$ cat config.mk
export PLATFORM = sky130hd
export DESIGN_NAME = sssp_alu
export DESIGN_NICKNAME = d
export VERILOG_FILES = /design/src/sssp_pkg.sv /design/src/sssp_alu.sv
export SDC_FILE = /design/constraint.sdc
export NUM_CORES = 1
export LEC_CHECK = 0
export BUFFER_PORTS_ARGS = -buffer_cell sky130_fd_sc_hd__buf_4
export CAP_MARGIN = 20
export CORE_ASPECT_RATIO = 1.5
export CORE_MARGIN = 2
export CORE_UTILIZATION = 50
export DETAILED_ROUTE_END_ITERATION = 10
export GPL_TIMING_DRIVEN = 0
export PLACE_DENSITY = 0.88
export SYNTH_ARGS = -nofsm -noshare
export SYNTH_HDL_FRONTEND = slang
export SYNTH_SLANG_ARGS = --single-unit
$ cat constraint.sdc
create_clock -name vclk -period 3.7
set_clock_uncertainty 0.15 [all_clocks]
set_input_delay 0.185 -clock vclk [all_inputs]
set_output_delay 0.185 -clock vclk [all_outputs]
set_load 0.02 [all_outputs]
$ cat src/sssp_pkg.sv
// ----------------------------------------------------------------------------
// sssp_pkg: shared types and constants of the shortest path unit
// Sizes, request and status codes, and the packed transaction and table
// entry formats used by the sequencer, the tables and the arithmetic unit.
// ----------------------------------------------------------------------------
`default_nettype none

package sssp_pkg;

    localparam int MAX_NODES   = 64;
    localparam int MAX_EDGES   = 512;
    localparam int WEIGHT_BITS = 16;

    localparam int NODE_W     = 6;
    localparam int NODE_CNT_W = 7;
    localparam int EDGE_AW    = $clog2(MAX_EDGES);
    localparam int EDGE_CNT_W = $clog2(MAX_EDGES + 1);
    localparam int DIST_W     = 22;

    localparam logic [DIST_W-1:0]     DIST_MAX  = {DIST_W{1'b1}};
    localparam logic [NODE_CNT_W-1:0] NODES_CAP = NODE_CNT_W'(MAX_NODES);
    localparam logic [EDGE_CNT_W-1:0] EDGES_CAP = EDGE_CNT_W'(MAX_EDGES);

    localparam logic [1:0] REQ_ADD   = 2'd0;
    localparam logic [1:0] REQ_RUN   = 2'd1;
    localparam logic [1:0] REQ_CLEAR = 2'd2;

    localparam logic [1:0] STAT_OK    = 2'd0;
    localparam logic [1:0] STAT_FULL  = 2'd1;
    localparam logic [1:0] STAT_RANGE = 2'd2;

    typedef struct packed {
        logic [1:0]             req_type;
        logic [NODE_W-1:0]      edge_from;
        logic [NODE_W-1:0]      edge_to;
        logic [15:0]            edge_weight;
        logic [NODE_W-1:0]      start_node;
    } req_t;

    typedef struct packed {
        logic [NODE_W-1:0]      node_index;
        logic [DIST_W-1:0]      distance;
        logic                   reachable;
        logic [1:0]             status;
        logic                   last;
    } rsp_t;

    typedef struct packed {
        logic [NODE_W-1:0]      from;
        logic [NODE_W-1:0]      to;
        logic [WEIGHT_BITS-1:0] weight;
    } edge_ent_t;

    typedef struct packed {
        logic [DIST_W-1:0]      distance;
        logic                   settled;
        logic                   reached;
    } node_ent_t;

endpackage

`default_nettype wire

$ cat src/sssp_alu.sv
// ----------------------------------------------------------------------------
// sssp_alu: shared saturating add and compare
// Adds a weight to a distance with saturation and compares the sum
// against a bound. Used both for minimum selection and for relaxation.
// ----------------------------------------------------------------------------
`default_nettype none

module sssp_alu (
    input  wire logic [sssp_pkg::DIST_W-1:0]      base,
    input  wire logic [sssp_pkg::WEIGHT_BITS-1:0] addend,
    input  wire logic [sssp_pkg::DIST_W-1:0]      bound,
    output logic      [sssp_pkg::DIST_W-1:0]      sum,
    output logic                                  less
);
    import sssp_pkg::*;

    logic [DIST_W:0] raw;

    always_comb
    begin
        raw  = {1'b0, base} + (DIST_W + 1)'(addend);
        sum  = raw[DIST_W] ? DIST_MAX : raw[DIST_W-1:0];
        less = (sum < bound);
    end

endmodule

`default_nettype wire

==> qor.yml <==
worst_setup_path:
  cp_cell_sequence: "buf_4, ha_1, buf_2, nor2_1, or2_0, a211oi_2, o31ai_4, buf_4, and3_1, or3_1, ha_1, nand2_1, nor3_2, nand3_1, nor3_2, a21oi_2, buf_4"
  crit_end: "less"
  crit_top_cell: "buf_4"
  worst-path-max-fanout: 9
  cp.depth: 17
  crit_type: "primary input to output port"
  required_ns: 3.37
  cp_slowest_stage_delay_ns: 0.41
  critPathArrivalTime_ns: 3.53
  end_kind: "output port"
  start_kind: "primary input"
  cpLargestDelayFamily: "simple AND/OR/NAND/NOR gates"
  cp-startpoint: "base[11]"
  crit_path_top_delay_cell: "or3_1"
  worst-path-buf-inv: 4
finish:
  nFlopsAndLatches: 0
  diodes: 0
  fin_cells: 390
  regArea_um2: 0
  nets: 448
  final_cell_mix: "buf_4 (101), ha_1 (29), inv_1 (26), nand2_1 (26), nand3_1 (15)"
  finish.utilization_pct: 82.5
  multi_input_area_um2: 1790
  drive_above_1_share_pct: 44.0
  layout_commonest_cell: "buf_4"
  syn_to_final_growth_pct: 58.1
  clock_buffers: 0
  fillerInstances: 224
pwr:
  peakVddDrop_mv: 0.159
  power_density_nw_per_um2: 209
  p_leak_nw: 1.37
  p_total_mw: 0.583
sta:
  finalCritPeriodShare_pct: 104
  hold_viol_final: 0
  fin_crit_ns: 3.87
  maxSlewHeadroom_pct: 73.2
  setup_violations: 1
  max_freq_ghz: 0.259
  worstMarginPinSlew_ns: 0.398
  slew_viol_final: 0
  rsz0062_at_grt: "true"
  worst_slack_ns: -0.166
placed_design:
  finalWeightedCongestion: 0.884
  dpl.hpwl_um: 4390
  placed_cells: 372
  port_buffers: 83
routing:
  wire_per_inst_um: 16.3
  avgViaCountPerCell: 5.95
  drt-initial-drc-count: 89
  vias: 2321
  route.detailed.drc: 0
  first_pass_iters: 4
  routed_wirelength_um: 6370
  ant_nets: 0
synthesis:
  synth_area_um2: 1770
  synth_seq_area_share_pct: 0
  syn-instance-count: 247
  syn_nets: 345
  yosysUniqueCellTypes: 56
  yosysWarnings: 0
  avgSynthCellArea_um2: 7.15
floorplanning:
  start_util_pct: 52.2
  io_pins: 83
  rows: 26
  die-width_um: 52.5
  core_area_um2: 3380
  dieArea_um2: 4030
  die_y_um: 76.8
job:
  maxCapViolations: 0
global_route:
  grt_usage_pct: 25.0
  grt_pass1_wl_um: 8250
  antenna_found_initial: 0
  grt_max_degree: 11
  grt_overflow: 0
  grt_pass1_vias: 2097
clock_network:
  hold_buffers: 0
outcome:
  violations: "negative setup slack"
  status: "complete, but fails checks"
min_path:
  hold_path.class: "primary input to output port"
==> kinds of logic (layout without fill, tap and decap cells) <==
logic type,Yosys count,after routing,synth area share [%]
buffers and inverters,35,135,8.71
AO/OA/AOI/OAI,70,71,31.3
adder cells (fa/ha/maj),38,38,27.3
AND/OR/NAND/NOR,92,92,26.3
multiplexers,3,3,1.91
XOR/XNOR,9,9,4.46
==> through the flow <==
step	worst slack [ns]	cell area (µm²)	setup TNS (ns)	hold WS (ns)
floorplan	0.00655	1780	0	0.357
global placement	-0.299	2450	-0.299	0.569
detailed placement	-0.358	2450	-0.358	0.584
CTS	-0.199	2540	-0.199	0.584
global route	-0.289	2790	-0.289	0.587
finish	-0.166	2790	-0.166	0.572
==> cell type report <==
type                       count  area share [%]
multi-input combinational    213            64.2
inverter                      27            3.63
timing repair buffer         101            28.2
tap                           42            1.88
buffer                         7            2.11
==> power breakdown <==
part	switching (mW)	leakage [nW]	internal, mW	total, mW
sequential	0	0	0	0
clock	0	0	0	0
combinational	0.316	1.37	0.268	0.583
==> metal layers <==
metal	track usage, %	share of wire (%)
met3	0.973	5.3
met4	5.13	3.7
met2	52.9	56
met5	0	0
met1	24.4	35
==> cell usage after synthesis (3+ instances only) <==
cell,number,share of area [%]
buf_4,3,1.3
xor2_1,4,2.0
o21a_1,3,1.3
nand4_1,3,1.1
nor3_1,9,2.5
inv_1,27,5.7
nor2_1,12,2.5
o21ai_0,11,3.1
nand2b_1,5,1.8
nand3_1,16,4.5
xnor2_1,5,2.5
buf_2,3,0.85
a21oi_2,4,2.0
and3_1,3,1.1
a21o_1,5,2.1
nand2_1,28,5.9
o211ai_1,5,2.1
a21oi_1,16,4.5
or3_1,3,1.1
ha_1,37,26
==> worst min path at each step <==
stage / to / slack (ns) / startpoint / cells past startpoint
after global routing: sum[16] / 0.59 / base[16] / 3
final: sum[16] / 0.57 / base[16] / 3
after CTS: sum[16] / 0.58 / base[16] / 3
after global placement: sum[16] / 0.57 / base[16] / 3
after floorplan: sum[16] / 0.36 / base[16] / 1
after detailed placement: sum[16] / 0.58 / base[16] / 3
==> what timing repair did <==
action	4_1_cts	5_1_grt
gates resized for setup	12	30
pin swaps	11	17
cloned	0	2
endpoints found under the setup margin	1	1
buffers inserted	6	11
No activity file was read; power rests on OpenSTA's default activity.
