## src/sssp_pkg.sv

```systemverilog
// ----------------------------------------------------------------------------
// sssp_pkg: shared types and constants of the shortest path unit
// Sizes, request and status codes, and the packed transaction and table
// entry formats used by the sequencer, the tables and the arithmetic unit.
// ----------------------------------------------------------------------------
`default_nettype none

package sssp_pkg;

    localparam int MAX_NODES   = 64;
    localparam int MAX_EDGES   = 512;
    localparam int WEIGHT_BITS = 16;

    localparam int NODE_W     = 6;
    localparam int NODE_CNT_W = 7;
    localparam int EDGE_AW    = $clog2(MAX_EDGES);
    localparam int EDGE_CNT_W = $clog2(MAX_EDGES + 1);
    localparam int DIST_W     = 22;

    localparam logic [DIST_W-1:0]     DIST_MAX  = {DIST_W{1'b1}};
    localparam logic [NODE_CNT_W-1:0] NODES_CAP = NODE_CNT_W'(MAX_NODES);
    localparam logic [EDGE_CNT_W-1:0] EDGES_CAP = EDGE_CNT_W'(MAX_EDGES);

    localparam logic [1:0] REQ_ADD   = 2'd0;
    localparam logic [1:0] REQ_RUN   = 2'd1;
    localparam logic [1:0] REQ_CLEAR = 2'd2;

    localparam logic [1:0] STAT_OK    = 2'd0;
    localparam logic [1:0] STAT_FULL  = 2'd1;
    localparam logic [1:0] STAT_RANGE = 2'd2;

    typedef struct packed {
        logic [1:0]             req_type;
        logic [NODE_W-1:0]      edge_from;
        logic [NODE_W-1:0]      edge_to;
        logic [15:0]            edge_weight;
        logic [NODE_W-1:0]      start_node;
    } req_t;

    typedef struct packed {
        logic [NODE_W-1:0]      node_index;
        logic [DIST_W-1:0]      distance;
        logic                   reachable;
        logic [1:0]             status;
        logic                   last;
    } rsp_t;

    typedef struct packed {
        logic [NODE_W-1:0]      from;
        logic [NODE_W-1:0]      to;
        logic [WEIGHT_BITS-1:0] weight;
    } edge_ent_t;

    typedef struct packed {
        logic [DIST_W-1:0]      distance;
        logic                   settled;
        logic                   reached;
    } node_ent_t;

endpackage

`default_nettype wire

```

## src/sssp_node_mem.sv

```systemverilog
// ----------------------------------------------------------------------------
// sssp_node_mem: per-node distance and flag storage
// Holds distance, settled and reached for each node; registered read.
// ----------------------------------------------------------------------------
`default_nettype none

module sssp_node_mem (
    input  wire logic                       clk,
    input  wire logic                       wr_en,
    input  wire logic [sssp_pkg::NODE_W-1:0] wr_addr,
    input  wire sssp_pkg::node_ent_t        wr_data,
    input  wire logic [sssp_pkg::NODE_W-1:0] rd_addr,
    output sssp_pkg::node_ent_t             rd_data
);
    import sssp_pkg::*;

    node_ent_t mem [MAX_NODES];

    always_ff @(posedge clk)
    begin
        if (wr_en)
        begin
            mem[wr_addr] <= wr_data;
        end
        rd_data <= mem[rd_addr];
    end

endmodule

`default_nettype wire

```

## config.mk

```make
export PLATFORM = sky130hd
export DESIGN_NAME = sssp_node_mem
export DESIGN_NICKNAME = d
export VERILOG_FILES = /design/src/sssp_pkg.sv /design/src/sssp_node_mem.sv
export SDC_FILE = /design/constraint.sdc
export NUM_CORES = 1
export LEC_CHECK = 0
export BUFFER_PORTS_ARGS = -buffer_cell sky130_fd_sc_hd__buf_2
export CORE_MARGIN = 3
export CORE_UTILIZATION = 40
export DETAILED_ROUTE_END_ITERATION = 16
export GPL_TIMING_DRIVEN = 0
export PLACE_DENSITY = 0.57
export SYNTH_ARGS = -nofsm -noshare
export SYNTH_HDL_FRONTEND = slang
export SYNTH_SLANG_ARGS = --single-unit
```

## constraint.sdc

```tcl
create_clock -name clk -period 4.8 [get_ports clk]
set_clock_uncertainty 0.2 [all_clocks]
set_input_delay 1.2 -clock clk [delete_from_list [all_inputs] [get_ports clk]]
set_output_delay 1.2 -clock clk [all_outputs]
set_load 0.01 [all_outputs]
```

==> results.ini <==
[sta]
tightest_slew_ps = 1500
maxSlewHeadroom_pct = 0.176
finalSetupViolCount = 0
tns_ps = 0
hold_violations = 0
rsz0062_at_grt = no
maxSlewViolCount = 0
period_minus_slack_ps = 4600
layout_worst_path_cycle_share_pct = 95.8
fmax_mhz = 218

[drt]
dr.pass1.iters = 8
wl_um = 157000
via_per_inst = 5.83
route.detailed.drc = 0
drt_iter0_markers = 3176
antenna_left = 0
vias = 28609
wl_per_cell_um = 31.9

[critical_path]
r2r-end = rd_data[11]
critical_path.max_stage_delay_ps = 1250
crit_path_frequent_cell = buf_2
crit_required_ps = 5270
reg2reg_depth = 5
cp_cell_sequence = buf_2, buf_2, buf_2, buf_4, clkbuf_1, a221oi_1, a221oi_1, a31oi_1, o21a_1
slowest_stage = a221oi_1
crit_arrival_ps = 5070
r2r_start = mem[34][11]
cp_max_fo = 10
r2r_setup_slack_ps = 1590
worstSetupPathType = in2reg
startpoint = rd_addr[1]
cp-start-kind = input port
crit_path_end = rd_data[11]
cp-end-kind = flop

[yosys]
yosys_warnings = 0
syn-num-nets = 2648
avgSynthCellArea_um2 = 22.7
synth_fa_ha_area_share_pct = 0
synth_seq_area_share_pct = 78.6
synth.area.top_cells = edfxtp_1 (78%), mux4_2 (13%), mux2i_1 (1.6%), mux2_2 (1.0%), dfxtp_1 (0.81%)
synth_top_family_by_area = multiplexers
yosysTopAreaCell = edfxtp_1
synthMuxAreaShare_pct = 16.1
syn_area_um2 = 59300
synth.distinct_cells = 40
yosysTopAreaCellShare_pct = 77.8
synth-xor-area-share_pct = 0
synth_compound_area_share_pct = 2.44
synthSimpleGateAreaFrac_pct = 1.56
synth_seq_cells = 1560
synth_cells = 2610

[die]
core-area_um2 = 146000
std_cell_rows = 140
start_util_pct = 40.5
dieArea_um2 = 153000
die-height_um = 391
die_w_um = 391
ioPinCount = 62

[placed_design]
io_buffers = 54
dp_hpwl_um = 101000
placed_cell_area_um2 = 63200
routabilityCongestion = 0.877

[power]
p_per_area_nw_per_um2 = 415
vdd_drop_max_uv = 352
p_leak_uw = 0.0211

[cts]
hold_buffers = 0
htreeDepth = 4
clk_latency_ps = 780
clk_pin_slew_ps = 60
cts_tree = yes
clockBufferDepth = 3
post_cts_buffers = 0
cts_sinks = 1560
cts_buffers = 151
ctsRootBufferMaster = clkbuf_16
cts_resized = 0

[hold_path]
hold_path.class = in2reg
worstHoldStart = wr_data[0]

[global_route]
grt_pass1_vias = 28895
antenna_found_initial = 21
grt-ovfl-total = 0
grt_max_degree = 65
grt_pass1_wl_um = 219000
gr-usage-all-layers_pct = 20.6

[finish]
nets = 2895
mostFrequentLayoutCells = edfxtp_1 (1,536), mux4_2 (355), clkbuf_16 (152)
final_area_um2 = 68100
drive_gt1_share_pct = 29.1
area_delta_synth_final_pct = 14.8
final_common_cell = edfxtp_1

[flow_run]
drv_cap = 0

[run_status]
outcome = completed

-- state kept, by name, summed over array words and instances, names as in the netlist --
| register | flops |
|---|---|
| mem | 1536 |
| rd_data | 24 |
-- synth_stat cells --
cell and number:
a21oi_1 22, a221o_1 4, a221oi_1 52, a22oi_1 29, a31oi_1 13, and2_0 1
and2_1 3, and2b_1 1, and3_1 16, buf_1 13, buf_2 45, buf_4 31
buf_6 8, clkbuf_1 44, clkbuf_4 1, clkinv_1 1, dfxtp_1 24, edfxtp_1 1536
inv_2 1, mux2_2 53, mux2i_1 95, mux4_2 355, nand2_1 36, nand2b_1 6
nand3_1 20, nand3b_1 3, nand4_1 2, nand4b_1 1, nor2_1 80, nor2b_1 9
nor3_1 2, o211ai_1 2, o21a_1 13, o21ai_0 12, o21ai_1 6, o221ai_1 1
o22ai_1 53, or2_2 3, or3_1 10, or3b_2 3
-- logic make-up after synthesis --
kind of cell	after synthesis
buf+inv	144
simple gates	196
mux	503
compound gates	207
flops	1560
-- final cells by class --
cell class / count / area, um2
fill: 11978 / 78400
sequential: 1560 / 46600
tap: 1917 / 2400
buffer: 142 / 769
multi-input combinational: 906 / 12400
inverter: 2 / 7.51
timing repair buffer: 94 / 1100
antenna: 12 / 30.0
clock inverter: 89 / 850
clock buffer: 183 / 3940
-- worst max-delay path: cells and delay by family --
kind                   cells  cell delay (ps)
buffers and inverters      5             1900
AO/OA/AOI/OAI              4             1940
-- per-layer routing --
metal,wire (um),vias up,global-route usage [%]
met5,66,-,0
met4,6670,10,8.71
met3,15600,293,5.67
met2,74000,1419,32.2
met1,60400,15230,27.2
li1,-,11657,-
-- through the flow --
stage	power, uW	hold WS, ps	utilization (%)	setup slack, ps	instances
final	28200	685	46.5	202	4905
after floorplan	16100	572	-	803	2610
after detailed placement	16900	800	43.1	-411	4619
after global routing	29000	658	46.5	196	4897
after global placement	16900	797	42.3	-594	4581
after CTS	28400	790	46.4	442	4891
-- where the power goes --
part,internal [uW],switching [uW]
logic,510,1020
clock network,6530,5040
registers,15100,28.7
-- worst min-delay path by stage --
stage	depth (start not counted)	end	slack (ps)
CTS	3	rd_data[0]	790
floorplan	4	rd_data[22]	570
global placement	4	rd_data[20]	800
detailed placement	4	rd_data[22]	800
global route	1	mem[37][0]	660
finish	1	mem[46][0]	690
Power figures use the tool's default switching activity.
